[src/design/lpb_pkg.sv]
// Shared types, constants and the microcode program of the biquad cascade.
`default_nettype none
package lpb_pkg;

    localparam int LPB_SAMPLE_WIDTH   = 24;
    localparam int LPB_COEF_FRAC_BITS = 20;
    localparam int COEF_W             = 24;
    localparam int CFG_IDX_W          = 3;
    localparam int STEP_W             = 4;

    typedef logic [CFG_IDX_W-1:0] cfg_idx_t;
    typedef logic [COEF_W-1:0]    coef_t;
    typedef logic [STEP_W-1:0]    step_t;

    // Register indexes of the configuration port
    localparam cfg_idx_t REG_LP_GAIN     = 3'd0;
    localparam cfg_idx_t REG_LP_FB_OLDER = 3'd1;
    localparam cfg_idx_t REG_LP_FB_NEWER = 3'd2;
    localparam cfg_idx_t REG_PK_FF_OLDER = 3'd3;
    localparam cfg_idx_t REG_PK_FF_NEWER = 3'd4;
    localparam cfg_idx_t REG_PK_FB_OLDER = 3'd5;
    localparam cfg_idx_t REG_PK_FB_NEWER = 3'd6;
    localparam cfg_idx_t REG_PK_GAIN     = 3'd7;

    localparam coef_t LP_GAIN_RESET = 24'd262144;
    localparam coef_t PK_GAIN_RESET = 24'd1048576;

    // Coefficient operand select
    typedef logic [3:0] coef_sel_t;
    localparam coef_sel_t CS_LP_G     = 4'd0;
    localparam coef_sel_t CS_LP_2G    = 4'd1;
    localparam coef_sel_t CS_LP_FBO   = 4'd2;
    localparam coef_sel_t CS_LP_FBN   = 4'd3;
    localparam coef_sel_t CS_PK_FFO   = 4'd4;
    localparam coef_sel_t CS_PK_FFN   = 4'd5;
    localparam coef_sel_t CS_PK_FBO   = 4'd6;
    localparam coef_sel_t CS_PK_FBN   = 4'd7;
    localparam coef_sel_t CS_PK_G     = 4'd8;

    // Sample operand select
    typedef logic [2:0] smp_sel_t;
    localparam smp_sel_t SS_X   = 3'd0;
    localparam smp_sel_t SS_XN  = 3'd1;
    localparam smp_sel_t SS_XO  = 3'd2;
    localparam smp_sel_t SS_S1N = 3'd3;
    localparam smp_sel_t SS_S1O = 3'd4;
    localparam smp_sel_t SS_S2N = 3'd5;
    localparam smp_sel_t SS_S2O = 3'd6;
    localparam smp_sel_t SS_Y1  = 3'd7;

    // Accumulator operation on the registered product
    typedef logic [1:0] acc_op_t;
    localparam acc_op_t AOP_NONE = 2'd0;
    localparam acc_op_t AOP_LOAD = 2'd1;
    localparam acc_op_t AOP_ADD  = 2'd2;

    // Step action: CHKX ends with zero on zero input, RND1 ends with zero on
    // zero first-stage result, RND2 always ends with the filtered sample.
    typedef logic [1:0] act_t;
    localparam act_t ACT_NONE = 2'd0;
    localparam act_t ACT_CHKX = 2'd1;
    localparam act_t ACT_RND1 = 2'd2;
    localparam act_t ACT_RND2 = 2'd3;

    typedef struct packed {
        coef_sel_t csel;
        smp_sel_t  ssel;
        acc_op_t   aop;
        act_t      act;
    } ucode_t;

    // Control from sequencer to datapath
    typedef struct packed {
        logic      accept;
        logic      run;
        coef_sel_t csel;
        smp_sel_t  ssel;
        acc_op_t   aop;
        logic      rnd1;
        logic      rnd2;
    } lpb_ctrl_t;

    // Status from datapath to sequencer
    typedef struct packed {
        logic x_zero;
        logic y1_zero;
    } lpb_stat_t;

    // Product register lags the operand select by one step
    function automatic ucode_t ucode_rom(input step_t s);
        ucode_t w;
        unique case (s)
            4'd0:    w = '{CS_LP_G,   SS_X,   AOP_NONE, ACT_CHKX};
            4'd1:    w = '{CS_LP_2G,  SS_XN,  AOP_LOAD, ACT_NONE};
            4'd2:    w = '{CS_LP_G,   SS_XO,  AOP_ADD,  ACT_NONE};
            4'd3:    w = '{CS_LP_FBO, SS_S1O, AOP_ADD,  ACT_NONE};
            4'd4:    w = '{CS_LP_FBN, SS_S1N, AOP_ADD,  ACT_NONE};
            4'd5:    w = '{CS_LP_G,   SS_X,   AOP_ADD,  ACT_NONE};
            4'd6:    w = '{CS_LP_G,   SS_X,   AOP_NONE, ACT_RND1};
            4'd7:    w = '{CS_PK_G,   SS_Y1,  AOP_NONE, ACT_NONE};
            4'd8:    w = '{CS_PK_FFO, SS_S1O, AOP_LOAD, ACT_NONE};
            4'd9:    w = '{CS_PK_FFN, SS_S1N, AOP_ADD,  ACT_NONE};
            4'd10:   w = '{CS_PK_FBO, SS_S2O, AOP_ADD,  ACT_NONE};
            4'd11:   w = '{CS_PK_FBN, SS_S2N, AOP_ADD,  ACT_NONE};
            4'd12:   w = '{CS_LP_G,   SS_X,   AOP_ADD,  ACT_NONE};
            4'd13:   w = '{CS_LP_G,   SS_X,   AOP_NONE, ACT_RND2};
            default: w = '{CS_LP_G,   SS_X,   AOP_NONE, ACT_NONE};
        endcase
        return w;
    endfunction

endpackage
`default_nettype wire

[src/design/lpb_ifs.sv]
// Stream interfaces for the sample input and the filtered output.
`default_nettype none
interface lpb_in_if
    import lpb_pkg::*;
#(
    parameter int SAMPLE_WIDTH = LPB_SAMPLE_WIDTH
);
    logic                           valid;
    logic                           ready;
    logic signed [SAMPLE_WIDTH-1:0] sample_in;
    logic                           block_end_in;

    modport source (output valid, output sample_in, output block_end_in, input ready);
    modport sink   (input valid, input sample_in, input block_end_in, output ready);
endinterface

interface lpb_out_if
    import lpb_pkg::*;
#(
    parameter int SAMPLE_WIDTH = LPB_SAMPLE_WIDTH
);
    logic                           valid;
    logic                           ready;
    logic signed [SAMPLE_WIDTH-1:0] sample_out;
    logic                           block_end_out;

    modport source (output valid, output sample_out, output block_end_out, input ready);
    modport sink   (input valid, input sample_out, input block_end_out, output ready);
endinterface
`default_nettype wire

[src/design/lpb_coef_bank.sv]
// Coefficient register file with write port and operand select.
`default_nettype none
module lpb_coef_bank
    import lpb_pkg::*;
(
    input  wire logic                    clk,
    input  wire logic                    rst_n,
    input  wire logic                    cfg_we,
    input  wire cfg_idx_t                cfg_index,
    input  wire coef_t                   cfg_data,
    input  wire coef_sel_t               csel,
    output logic signed [COEF_W:0]       coef_op
);

    coef_t lp_gain_reg, lp_fb_older_reg, lp_fb_newer_reg;
    coef_t pk_ff_older_reg, pk_ff_newer_reg, pk_fb_older_reg, pk_fb_newer_reg;
    coef_t pk_gain_reg;

    always_ff @(posedge clk or negedge rst_n)
    begin
        if (!rst_n)
        begin
            lp_gain_reg     <= LP_GAIN_RESET;
            lp_fb_older_reg <= '0;
            lp_fb_newer_reg <= '0;
            pk_ff_older_reg <= '0;
            pk_ff_newer_reg <= '0;
            pk_fb_older_reg <= '0;
            pk_fb_newer_reg <= '0;
            pk_gain_reg     <= PK_GAIN_RESET;
        end
        else if (cfg_we)
        begin
            unique case (cfg_index)
                REG_LP_GAIN:     lp_gain_reg     <= cfg_data;
                REG_LP_FB_OLDER: lp_fb_older_reg <= cfg_data;
                REG_LP_FB_NEWER: lp_fb_newer_reg <= cfg_data;
                REG_PK_FF_OLDER: pk_ff_older_reg <= cfg_data;
                REG_PK_FF_NEWER: pk_ff_newer_reg <= cfg_data;
                REG_PK_FB_OLDER: pk_fb_older_reg <= cfg_data;
                REG_PK_FB_NEWER: pk_fb_newer_reg <= cfg_data;
                REG_PK_GAIN:     pk_gain_reg     <= cfg_data;
                default:         ;
            endcase
        end
    end

    always_comb
    begin
        unique case (csel)
            CS_LP_G:   coef_op = {lp_gain_reg[COEF_W-1], lp_gain_reg};
            CS_LP_2G:  coef_op = {lp_gain_reg, 1'b0};
            CS_LP_FBO: coef_op = {lp_fb_older_reg[COEF_W-1], lp_fb_older_reg};
            CS_LP_FBN: coef_op = {lp_fb_newer_reg[COEF_W-1], lp_fb_newer_reg};
            CS_PK_FFO: coef_op = {pk_ff_older_reg[COEF_W-1], pk_ff_older_reg};
            CS_PK_FFN: coef_op = {pk_ff_newer_reg[COEF_W-1], pk_ff_newer_reg};
            CS_PK_FBO: coef_op = {pk_fb_older_reg[COEF_W-1], pk_fb_older_reg};
            CS_PK_FBN: coef_op = {pk_fb_newer_reg[COEF_W-1], pk_fb_newer_reg};
            CS_PK_G:   coef_op = {pk_gain_reg[COEF_W-1], pk_gain_reg};
            default:   coef_op = '0;
        endcase
    end

endmodule
`default_nettype wire

[src/design/lpb_datapath.sv]
// Shared multiply-accumulate, rounding/saturation and history registers.
`default_nettype none
module lpb_datapath
    import lpb_pkg::*;
#(
    parameter int SAMPLE_WIDTH   = LPB_SAMPLE_WIDTH,
    parameter int COEF_FRAC_BITS = LPB_COEF_FRAC_BITS
)
(
    input  wire logic                           clk,
    input  wire logic                           rst_n,
    input  wire lpb_ctrl_t                      ctrl,
    input  wire logic signed [SAMPLE_WIDTH-1:0] sample_in,
    input  wire logic signed [COEF_W:0]         coef_op,
    output lpb_stat_t                           stat,
    output logic signed [SAMPLE_WIDTH-1:0]      y_rnd
);

    localparam int PROD_W = COEF_W + 1 + SAMPLE_WIDTH;
    localparam int ACC_W  = PROD_W + 3;
    localparam logic signed [ACC_W-1:0] HALF = ACC_W'(1) <<< (COEF_FRAC_BITS - 1);
    localparam logic signed [ACC_W-1:0] SMAX =
        {{(ACC_W-SAMPLE_WIDTH+1){1'b0}}, {(SAMPLE_WIDTH-1){1'b1}}};
    localparam logic signed [ACC_W-1:0] SMIN =
        {{(ACC_W-SAMPLE_WIDTH+1){1'b1}}, {(SAMPLE_WIDTH-1){1'b0}}};

    logic signed [SAMPLE_WIDTH-1:0] x_reg, y1_reg;
    logic signed [SAMPLE_WIDTH-1:0] xn_reg, xo_reg, s1n_reg, s1o_reg, s2n_reg, s2o_reg;
    logic signed [PROD_W-1:0]       prod_reg;
    logic signed [ACC_W-1:0]        acc_reg;
    logic signed [SAMPLE_WIDTH-1:0] smp;
    logic signed [ACC_W-1:0]        rnd_sum, rnd_shift;

    always_comb
    begin
        unique case (ctrl.ssel)
            SS_X:    smp = x_reg;
            SS_XN:   smp = xn_reg;
            SS_XO:   smp = xo_reg;
            SS_S1N:  smp = s1n_reg;
            SS_S1O:  smp = s1o_reg;
            SS_S2N:  smp = s2n_reg;
            SS_S2O:  smp = s2o_reg;
            SS_Y1:   smp = y1_reg;
            default: smp = x_reg;
        endcase
    end

    // Round half up (floor of sum plus half), then clamp to sample range
    always_comb
    begin
        rnd_sum   = acc_reg + HALF;
        rnd_shift = rnd_sum >>> COEF_FRAC_BITS;
        if (rnd_shift > SMAX)
            y_rnd = SMAX[SAMPLE_WIDTH-1:0];
        else if (rnd_shift < SMIN)
            y_rnd = SMIN[SAMPLE_WIDTH-1:0];
        else
            y_rnd = rnd_shift[SAMPLE_WIDTH-1:0];
    end

    assign stat.x_zero  = (x_reg == '0);
    assign stat.y1_zero = (y_rnd == '0);

    always_ff @(posedge clk)
    begin
        if (ctrl.accept)
            x_reg <= sample_in;
        if (ctrl.run)
        begin
            prod_reg <= coef_op * smp;
            unique case (ctrl.aop)
                AOP_LOAD: acc_reg <= ACC_W'(prod_reg);
                AOP_ADD:  acc_reg <= acc_reg + ACC_W'(prod_reg);
                default:  ;
            endcase
            if (ctrl.rnd1)
                y1_reg <= y_rnd;
        end
    end

    always_ff @(posedge clk or negedge rst_n)
    begin
        if (!rst_n)
        begin
            xn_reg  <= '0;
            xo_reg  <= '0;
            s1n_reg <= '0;
            s1o_reg <= '0;
            s2n_reg <= '0;
            s2o_reg <= '0;
        end
        else if (ctrl.run)
        begin
            if (ctrl.rnd1)
            begin
                xo_reg <= xn_reg;
                xn_reg <= x_reg;
            end
            if (ctrl.rnd2)
            begin
                s1o_reg <= s1n_reg;
                s1n_reg <= y1_reg;
                s2o_reg <= s2n_reg;
                s2n_reg <= y_rnd;
            end
        end
    end

endmodule
`default_nettype wire

[src/design/lpb_sequencer.sv]
// Microcode sequencer: step counter, control ROM and early-exit jumps.
`default_nettype none
module lpb_sequencer
    import lpb_pkg::*;
(
    input  wire logic      clk,
    input  wire logic      rst_n,
    input  wire logic      in_valid,
    output logic           in_ready,
    input  wire logic      out_full,
    input  wire logic      out_ready,
    input  wire lpb_stat_t stat,
    output lpb_ctrl_t      ctrl,
    output logic           emit,
    output logic           emit_zero
);

    localparam logic ST_IDLE = 1'b0;
    localparam logic ST_RUN  = 1'b1;

    logic   state_reg, state_next;
    step_t  step_reg, step_next;
    ucode_t uw;
    logic   stall, done;

    assign uw       = ucode_rom(step_reg);
    assign in_ready = (state_reg == ST_IDLE);

    // A step that emits waits for room in the output register
    assign stall = done && out_full && !out_ready;

    always_comb
    begin
        unique case (uw.act)
            ACT_CHKX: done = stat.x_zero;
            ACT_RND1: done = stat.y1_zero;
            ACT_RND2: done = 1'b1;
            default:  done = 1'b0;
        endcase
    end

    assign ctrl.accept = in_valid && in_ready;
    assign ctrl.run    = (state_reg == ST_RUN) && !stall;
    assign ctrl.csel   = uw.csel;
    assign ctrl.ssel   = uw.ssel;
    assign ctrl.aop    = uw.aop;
    assign ctrl.rnd1   = (uw.act == ACT_RND1);
    assign ctrl.rnd2   = (uw.act == ACT_RND2);

    assign emit      = ctrl.run && done;
    assign emit_zero = (uw.act != ACT_RND2);

    always_comb
    begin
        state_next = state_reg;
        step_next  = step_reg;
        if (ctrl.accept)
        begin
            state_next = ST_RUN;
            step_next  = '0;
        end
        else if (ctrl.run)
        begin
            if (done)
                state_next = ST_IDLE;
            else
                step_next = step_reg + STEP_W'(1);
        end
    end

    always_ff @(posedge clk or negedge rst_n)
    begin
        if (!rst_n)
        begin
            state_reg <= ST_IDLE;
            step_reg  <= '0;
        end
        else
        begin
            state_reg <= state_next;
            step_reg  <= step_next;
        end
    end

endmodule
`default_nettype wire

[src/design/lowpass_peaking_biquad_cascade.sv]
// Two cascaded biquads (low-pass, then peaking) on one shared MAC.
//
// Channels: in_ch carries sample_in and block_end_in, out_ch carries
// sample_out and block_end_out; a transfer happens when valid and ready are
// both high. Coefficients are written through cfg_we/cfg_index/cfg_data
// only while no sample is in flight, a rule the block leaves to the user.
// One sample is processed at a time; ready is low from the transfer until
// the result is loaded into the output register.
// out_ch.valid follows the last step for a normal sample, the first
// rounding step when it gives zero, and the input check for a zero input.
// The sequencer steps the single 25x(SAMPLE_WIDTH) multiplier through ten
// products, two pipeline fill steps and two rounding steps (14 steps); a
// new sample is accepted only once the current one has finished.
// The output register holds a finished result while the sink stalls; the
// next sample is still taken and runs until its last step, which waits.
// Reset clears the histories, restores default coefficients and empties the
// output register.
`default_nettype none
module lowpass_peaking_biquad_cascade
    import lpb_pkg::*;
#(
    parameter int SAMPLE_WIDTH   = LPB_SAMPLE_WIDTH,
    parameter int COEF_FRAC_BITS = LPB_COEF_FRAC_BITS
)
(
    input  wire logic       clk,
    input  wire logic       rst_n,
    lpb_in_if.sink          in_ch,
    lpb_out_if.source       out_ch,
    input  wire logic       cfg_we,
    input  wire cfg_idx_t   cfg_index,
    input  wire coef_t      cfg_data
);

    lpb_ctrl_t                      ctrl;
    lpb_stat_t                      stat;
    logic signed [COEF_W:0]         coef_op;
    logic signed [SAMPLE_WIDTH-1:0] y_rnd;
    logic                           emit, emit_zero;
    logic                           mark_reg;
    logic                           out_valid_reg;
    logic signed [SAMPLE_WIDTH-1:0] out_sample_reg;
    logic                           out_end_reg;

    lpb_sequencer u_seq (
        .clk       (clk),
        .rst_n     (rst_n),
        .in_valid  (in_ch.valid),
        .in_ready  (in_ch.ready),
        .out_full  (out_valid_reg),
        .out_ready (out_ch.ready),
        .stat      (stat),
        .ctrl      (ctrl),
        .emit      (emit),
        .emit_zero (emit_zero)
    );

    lpb_coef_bank u_coef (
        .clk       (clk),
        .rst_n     (rst_n),
        .cfg_we    (cfg_we),
        .cfg_index (cfg_index),
        .cfg_data  (cfg_data),
        .csel      (ctrl.csel),
        .coef_op   (coef_op)
    );

    lpb_datapath #(
        .SAMPLE_WIDTH   (SAMPLE_WIDTH),
        .COEF_FRAC_BITS (COEF_FRAC_BITS)
    ) u_dp (
        .clk       (clk),
        .rst_n     (rst_n),
        .ctrl      (ctrl),
        .sample_in (in_ch.sample_in),
        .coef_op   (coef_op),
        .stat      (stat),
        .y_rnd     (y_rnd)
    );

    always_ff @(posedge clk)
    begin
        if (ctrl.accept)
            mark_reg <= in_ch.block_end_in;
        if (emit)
        begin
            out_sample_reg <= emit_zero ? '0 : y_rnd;
            out_end_reg    <= mark_reg;
        end
    end

    always_ff @(posedge clk or negedge rst_n)
    begin
        if (!rst_n)
            out_valid_reg <= 1'b0;
        else if (emit)
            out_valid_reg <= 1'b1;
        else if (out_ch.ready)
            out_valid_reg <= 1'b0;
    end

    assign out_ch.valid         = out_valid_reg;
    assign out_ch.sample_out    = out_sample_reg;
    assign out_ch.block_end_out = out_end_reg;

endmodule
`default_nettype wire

[src/flat_wrapper.sv]
// flat-port wrapper written by rule: the top's interface ports become plain ports
module lowpass_peaking_biquad_cascade_flat import lpb_pkg::*;
#(
    parameter int SAMPLE_WIDTH   = LPB_SAMPLE_WIDTH,
    parameter int COEF_FRAC_BITS = LPB_COEF_FRAC_BITS
)
  (clk, rst_n, cfg_we, cfg_index, cfg_data, in_ch_valid, in_ch_sample_in, in_ch_block_end_in, in_ch_ready, out_ch_valid, out_ch_sample_out, out_ch_block_end_out, out_ch_ready);
  lpb_in_if #(.SAMPLE_WIDTH(SAMPLE_WIDTH)) in_ch_i ();
  lpb_out_if #(.SAMPLE_WIDTH(SAMPLE_WIDTH)) out_ch_i ();
  input  wire logic clk;
  input  wire logic rst_n;
  input  wire logic cfg_we;
  input  wire cfg_idx_t cfg_index;
  input  wire coef_t cfg_data;
  input wire logic [$bits(in_ch_i.valid)-1:0] in_ch_valid;
  input wire logic [$bits(in_ch_i.sample_in)-1:0] in_ch_sample_in;
  input wire logic [$bits(in_ch_i.block_end_in)-1:0] in_ch_block_end_in;
  output wire logic [$bits(in_ch_i.ready)-1:0] in_ch_ready;
  output wire logic [$bits(out_ch_i.valid)-1:0] out_ch_valid;
  output wire logic [$bits(out_ch_i.sample_out)-1:0] out_ch_sample_out;
  output wire logic [$bits(out_ch_i.block_end_out)-1:0] out_ch_block_end_out;
  input wire logic [$bits(out_ch_i.ready)-1:0] out_ch_ready;
  assign in_ch_i.valid = in_ch_valid;
  assign in_ch_i.sample_in = in_ch_sample_in;
  assign in_ch_i.block_end_in = in_ch_block_end_in;
  assign in_ch_ready = in_ch_i.ready;
  assign out_ch_valid = out_ch_i.valid;
  assign out_ch_sample_out = out_ch_i.sample_out;
  assign out_ch_block_end_out = out_ch_i.block_end_out;
  assign out_ch_i.ready = out_ch_ready;
  lowpass_peaking_biquad_cascade #(.SAMPLE_WIDTH(SAMPLE_WIDTH), .COEF_FRAC_BITS(COEF_FRAC_BITS)) u_core (.clk(clk), .rst_n(rst_n), .in_ch(in_ch_i), .out_ch(out_ch_i), .cfg_we(cfg_we), .cfg_index(cfg_index), .cfg_data(cfg_data));
endmodule
[config.mk]
export PLATFORM = sky130hd
export DESIGN_NAME = lowpass_peaking_biquad_cascade_flat
export DESIGN_NICKNAME = d
export VERILOG_FILES = /design/src/design/lpb_pkg.sv /design/src/design/lpb_ifs.sv /design/src/design/lpb_coef_bank.sv /design/src/design/lpb_datapath.sv /design/src/design/lpb_sequencer.sv /design/src/design/lowpass_peaking_biquad_cascade.sv /design/src/flat_wrapper.sv
export SDC_FILE = /design/constraint.sdc
export NUM_CORES = 2
export LEC_CHECK = 0
export ABC_AREA = 1
export ABC_CLOCK_PERIOD_IN_PS = 10200
export BUFFER_PORTS_ARGS = -buffer_cell sky130_fd_sc_hd__buf_4
export CORE_ASPECT_RATIO = 1.4
export CORE_MARGIN = 2
export CORE_UTILIZATION = 45
export CTS_BUF_LIST = sky130_fd_sc_hd__clkbuf_2 sky130_fd_sc_hd__clkbuf_4 sky130_fd_sc_hd__clkbuf_8
export CTS_CLUSTER_DIAMETER = 50
export CTS_CLUSTER_SIZE = 30
export DETAILED_ROUTE_END_ITERATION = 12
export HOLD_SLACK_MARGIN = 0.08
export PLACE_DENSITY = 0.6
export REMOVE_ABC_BUFFERS = 1
export SYNTH_ARGS = -nofsm -noshare
export SYNTH_HDL_FRONTEND = slang
export SYNTH_HIERARCHICAL = 1
export SYNTH_SLANG_ARGS = --single-unit
[constraint.sdc]
create_clock -name clk -period 10.2 [get_ports clk]
set_input_delay 1.53 -clock clk [delete_from_list [all_inputs] [get_ports clk]]
set_output_delay 1.53 -clock clk [all_outputs]
set_load 0.02 [all_outputs]
# After elaboration in Yosys (flattened, before gate mapping)
# Memories as Yosys holds them, arrays and structs flattened.
# Index checks and enable logic that the tools add are counted.
[classes]
n_reduce_logical = 29
multipliers = 1
order_cmp = 2
n_eq_ne = 29
bitwise_logic = 1
muxes = 14
addsub = 3
[ops]
columns = ["cell", "count"]
rows = [
  ["case mux 25 bit (9 select lines)", 1],
  ["case mux 24 bit (8 select lines)", 1],
  ["case mux 52 bit (2 select lines)", 1],
  ["adder 52 x 21 -> 52 bit (second input constant)", 1],
  ["adder 52 x 49 -> 52 bit", 1],
  ["multiplier 25 x 24 -> 49 bit", 1],
  ["zero test 24 bit", 2],
  ["2-to-1 mux 24 bit", 2],
  ["> comparator 32 x 24 -> 1 bit (second input constant)", 1],
  ["< comparator 32 x 24 -> 1 bit (second input constant)", 1],
  ["AND reduction 2 bit", 13],
  ["equality test 3 bit (second input constant)", 8],
  ["equality test 4 x 3 -> 1 bit (second input constant)", 4],
  ["equality test 3 x 2 -> 1 bit (second input constant)", 4],
  ["2-to-1 mux 4 bit", 3],
  ["equality test 4 x 2 -> 1 bit (second input constant)", 2],
  ["nonzero test 2 bit", 4],
  ["equality test 2 bit (second input constant)", 3],
  ["equality test 3 x 1 -> 1 bit (second input constant)", 2],
  ["zero test 3 bit", 2],
  ["logical AND 1 bit", 5],
  ["2-to-1 mux 1 bit", 5],
  ["adder 4 x 1 -> 4 bit (second input constant)", 1],
  ["equality test 2 x 1 -> 1 bit (second input constant)", 2],
  ["8 further kinds", 9],
]
[totals]
in_bits = 57
n_memories = 1
rom_bits = 176
out_inout_bits = 27
regBits = 517
[mem_list]
columns = ["name", "depth", "width", "rd", "rd_clocked_by_memory_dff", "write_ports", "line_no", "rtl"]
rows = [
  ["(no name shown)", 16, 11, 1, 0, 0, "lpb_pkg.sv:92", "unique case (s)"],
]

# Longest topological paths before layout
[depth]
depth_word = 12
ltp_mapped = 43
ltp_nobuf = 41

# By module
# Netlist, hierarchy kept.
[modules_own_cells]
columns = ["module", "instances", "area_per_inst_um2", "seq_area_each_um2", "cells_each"]
rows = [
  ["lpb_datapath", 1, 37895.1, 8077.7, 4494],
  ["lpb_coef_bank", 1, 8916.1, 4807.1, 1099],
  ["lowpass_peaking_biquad_cascade", 1, 1023.5, 805.8, 81],
  ["lpb_sequencer", 1, 626.9, 125.1, 91],
]

# Worst setup path before layout
# No wires, ideal clock.
[synth_path]
path_type = "flip-flop to flip-flop"
start = "reg u_core.u_seq.step_reg[2]"
end = "reg u_core.u_dp.prod_reg[45] (data pin)"
t_arrival_ns = 7.953
stages_incl_launch_ff = 36
required_time_ns = 9.940
setup_slack_ns = 1.987
synth_period_minus_slack_ns = 8.213
cell_sequence = "dfrtp_1 -> buf_6 -> nor2_1 -> nand2_1 -> nand3_1 -> inv_2 -> nor3_2 -> clkbuf_1 -> a22oi_1 -> o2111ai_1 -> o21ai_1 -> buf_2 -> nor2_1 -> fa_1 -> fa_1 -> inv_1 -> fa_1 -> inv_1 -> fa_1 -> fa_1 -> fa_1 -> inv_1 -> fa_1 -> inv_1 -> ha_1 -> nand2_1 -> nor2_1 -> inv_1 -> nor2_1 -> inv_1 -> nor4b_1 -> nand3_1 -> nand3_1 -> nand3_1 -> nand3_1 -> xor2_1"
[synth_rtl]
columns = ["element", "line_no", "rtl"]
rows = [
  ["from (decl)", "lpb_sequencer.sv:22", "step_t step_reg, step_next;"],
  ["from (signal assigned)", "lpb_sequencer.sv:81", "step_reg <= step_next;"],
  ["to (signal assigned)", "lpb_datapath.sv:71", "prod_reg <= coef_op * smp;"],
  ["to (decl)", "lpb_datapath.sv:29", "logic signed [PROD_W-1:0] prod_reg;"],
]

==> results.cfg <==
[cells_and_area]
drive_gt1_share_pct = 7.35
fin_nets = 6691
largest_reg_flops = 52
area_growth_pct = 7.98

[die]
ios = 84
dieArea_um2 = 110000
start_util_pct = 45.3
core_area_um2 = 107000
die_w_um = 281
num_rows = 142
die_y_um = 392

[placed_design]
gp_congestion = 0.980
portBuffers = 83
dp.final_hpwl_mm = 119

[synth]
syn_avg_cell_area_um2 = 8.41
syn_area_um2 = 48500
netlist.area_leader.share_pct = 26.0
yosysTopAreaCell = fa_1
synth_area_leaders = fa_1 26%, dfrtp_1 18%, edfxtp_1 11%, nand2_1 8.8%, inv_1 8.0%
netlist_instances = 5765
yosysWarnings = 6
synth.distinct_cells = 58
synth_seq_cells = 517
synth-edff-count = 175
yosysSeqAreaShare_pct = 28.5
synthFlopType = dfrtp_1
async_reset_ff_share_pct = 66.2

[global_routing]
grtUsageTotal_pct = 28.0
grt_antenna_before_repair = 1
grt_max_degree = 164
grt_pass1_wl_mm = 235
grt_pass1_vias = 40506
globalRoute.totalOverflow = 0

[sta]
min_period_ns = 9.66
rsz0062_at_grt = no
max_slew_margin_pct = 27.6
slew_violations = 0
fin_skew_ns = 0.101
finalCritPeriodShare_pct = 94.7
hold_viol_final = 0
holdWs_ns = 0.437
setup_tns_ns = 0
fmax_mhz = 104
tightest_slew_ns = 1.08
setup_viol = 0

[worst_setup_path]
ff2ff_path_depth = 35
critPathArrivalTime_ns = 10.16
crit_fanout = 17
regToRegStartpoint = u_core/u_seq/step_reg[1]$_DFFE_PN0P_
cp_top_family = adder cells
endpoint_kind = flip-flop
crit_buf_inv = 10
crit_top_cell = inv_1
worstSetupPathType = reg -> reg
critPathLaunchType = flip-flop
r2r_slack_ns = 0.54
r2r_end = u_core/u_dp/prod_reg[44]$_DFFE_PP_
crit_required_ns = 10.71
cpPeakStageDelay_ns = 0.55
cp_slowest_cell = o31ai_1

[routing]
via_per_inst = 5.31
drc = 0
wl_per_cell_um = 20.7
drt_wl_total_mm = 151
num_vias = 38726
drt-pass1-iter-count = 6
final_antenna_net_count = 0
drtIter0Drc = 2809

[clock_network]
clock_latency_ns = 0.80
cts_resized = 0
cts_root_buffer = clkbuf_8
ctsHoldBuffers = 0
clockBufferDepth = 3
cts_tree = yes
clk_pin_slew_ns = 0.12
post_cts_buffers = 0
cts_buffers = 55
cts.sinks = 517
cts-htree-levels = 2

[flow_run]
cap_violations = 0

[worst_hold_path]
min_path_type = reg -> reg
whs_path_depth = 0
hold_end = u_core/out_ch.block_end_out$_DFFE_PP_
hold_start = u_core/mark_reg$_DFFE_PP_

[status]
status = completed
## how the worst max path moves through the flow
stage          slack, ns                                  to  cells after the start                                 start
2_1_floorplan       0.81  u_core/u_dp/prod_reg[45]$_DFFE_PP_                     32  u_core/u_seq/step_reg[1]$_DFFE_PN0P_
3_3_place_gp        0.73  u_core/u_dp/prod_reg[48]$_DFFE_PP_                     32  u_core/u_seq/step_reg[1]$_DFFE_PN0P_
3_5_place_dp        0.61  u_core/u_dp/prod_reg[48]$_DFFE_PP_                     32  u_core/u_seq/step_reg[1]$_DFFE_PN0P_
4_1_cts             0.47  u_core/u_dp/prod_reg[48]$_DFFE_PP_                     32  u_core/u_seq/step_reg[1]$_DFFE_PN0P_
5_1_grt            0.002  u_core/u_dp/prod_reg[26]$_DFFE_PP_                     36  u_core/u_seq/step_reg[1]$_DFFE_PN0P_
6_report            0.54  u_core/u_dp/prod_reg[44]$_DFFE_PP_                     35  u_core/u_seq/step_reg[1]$_DFFE_PN0P_
## worst register-to-register path, delay by kind of cell, from the launching register on
kind | cells | cell delay [ns]
AOI/OAI and AO/OA | 9 | 2.04
xor gates and xnor gates | 1 | 0.14
buffers and inverters | 10 | 1.76
DFF | 1 | 0.47
adders and majority gates | 9 | 4.07
and+or+nand+nor | 6 | 0.90
## logic make-up (layout without fill, tap and decap cells)
logic type | Yosys count | in the layout | synth area share [%]
buffers and inverters | 1298 | 1386 | 10.6
and+or+nand+nor | 2230 | 2230 | 18.8
xor gates and xnor gates | 101 | 101 | 1.83
AOI/OAI and AO/OA | 791 | 791 | 9.15
other | 0 | 1 | 0
adders and majority gates | 828 | 828 | 31.1
DFF | 517 | 517 | 28.5
## stage by stage
step	cell area (µm²)	cells	setup slack [ns]	utilization (%)
finish	52300	7294	0.544	48.9
global route	52300	7294	0.00198	48.9
CTS	52300	7289	0.472	48.9
detailed placement	50900	7185	0.609	47.6
global placement	50900	7185	0.727	47.6
floorplan	47300	5532	0.809	-
## cell usage after synthesis, types with 16 or more instances
library cell,count
fa_1,630
dfrtp_1,340
nor3_1,20
o21ai_1,26
o2111ai_1,17
edfxtp_1,175
a21oi_1,166
clkbuf_1,102
nand4_1,24
ha_1,198
xor2_1,52
a221oi_1,25
nor2_1,644
a22oi_1,22
a31oi_1,41
inv_1,1031
nand2_1,1139
o21ai_0,424
inv_2,18
nand3_1,335
xnor2_1,49
buf_2,92
buf_4,16
## layer usage
metal | track usage [%] | part of all wire, %
met4 | 15.0 | 6.1
met2 | 50.5 | 51
met5 | 0 | 0
met1 | 32.6 | 38
met3 | 2.76 | 4.4
## cell type report
type | count | area, µm²
Fill cell | 10588 | 54600
Multi-Input combinational cell | 3950 | 29600
Sequential cell | 517 | 13800
Inverter | 1065 | 4000
Tap cell | 1440 | 1800
Timing Repair Buffer | 217 | 1710
Clock buffer | 59 | 793
Clock inverter | 45 | 564
Antenna cell | 1 | 2.50
## cell usage in the layout, fill, tap and decap left out, drive strengths merged, types with 25 or more instances in the layout
master     n
a221oi    25
ha       198
o21ai    466
nor3      26
nand3    337
clkinv    27
edfxtp   175
fa       630
xnor2     49
xor2      52
nand2   1147
clkbuf    59
dfrtp    340
buf      217
a21oi    166
nor2     661
a31oi     41
inv     1081
Power is not shown: default switching activity piles up to over one toggle a cycle in this logic, so the estimate is an artifact.
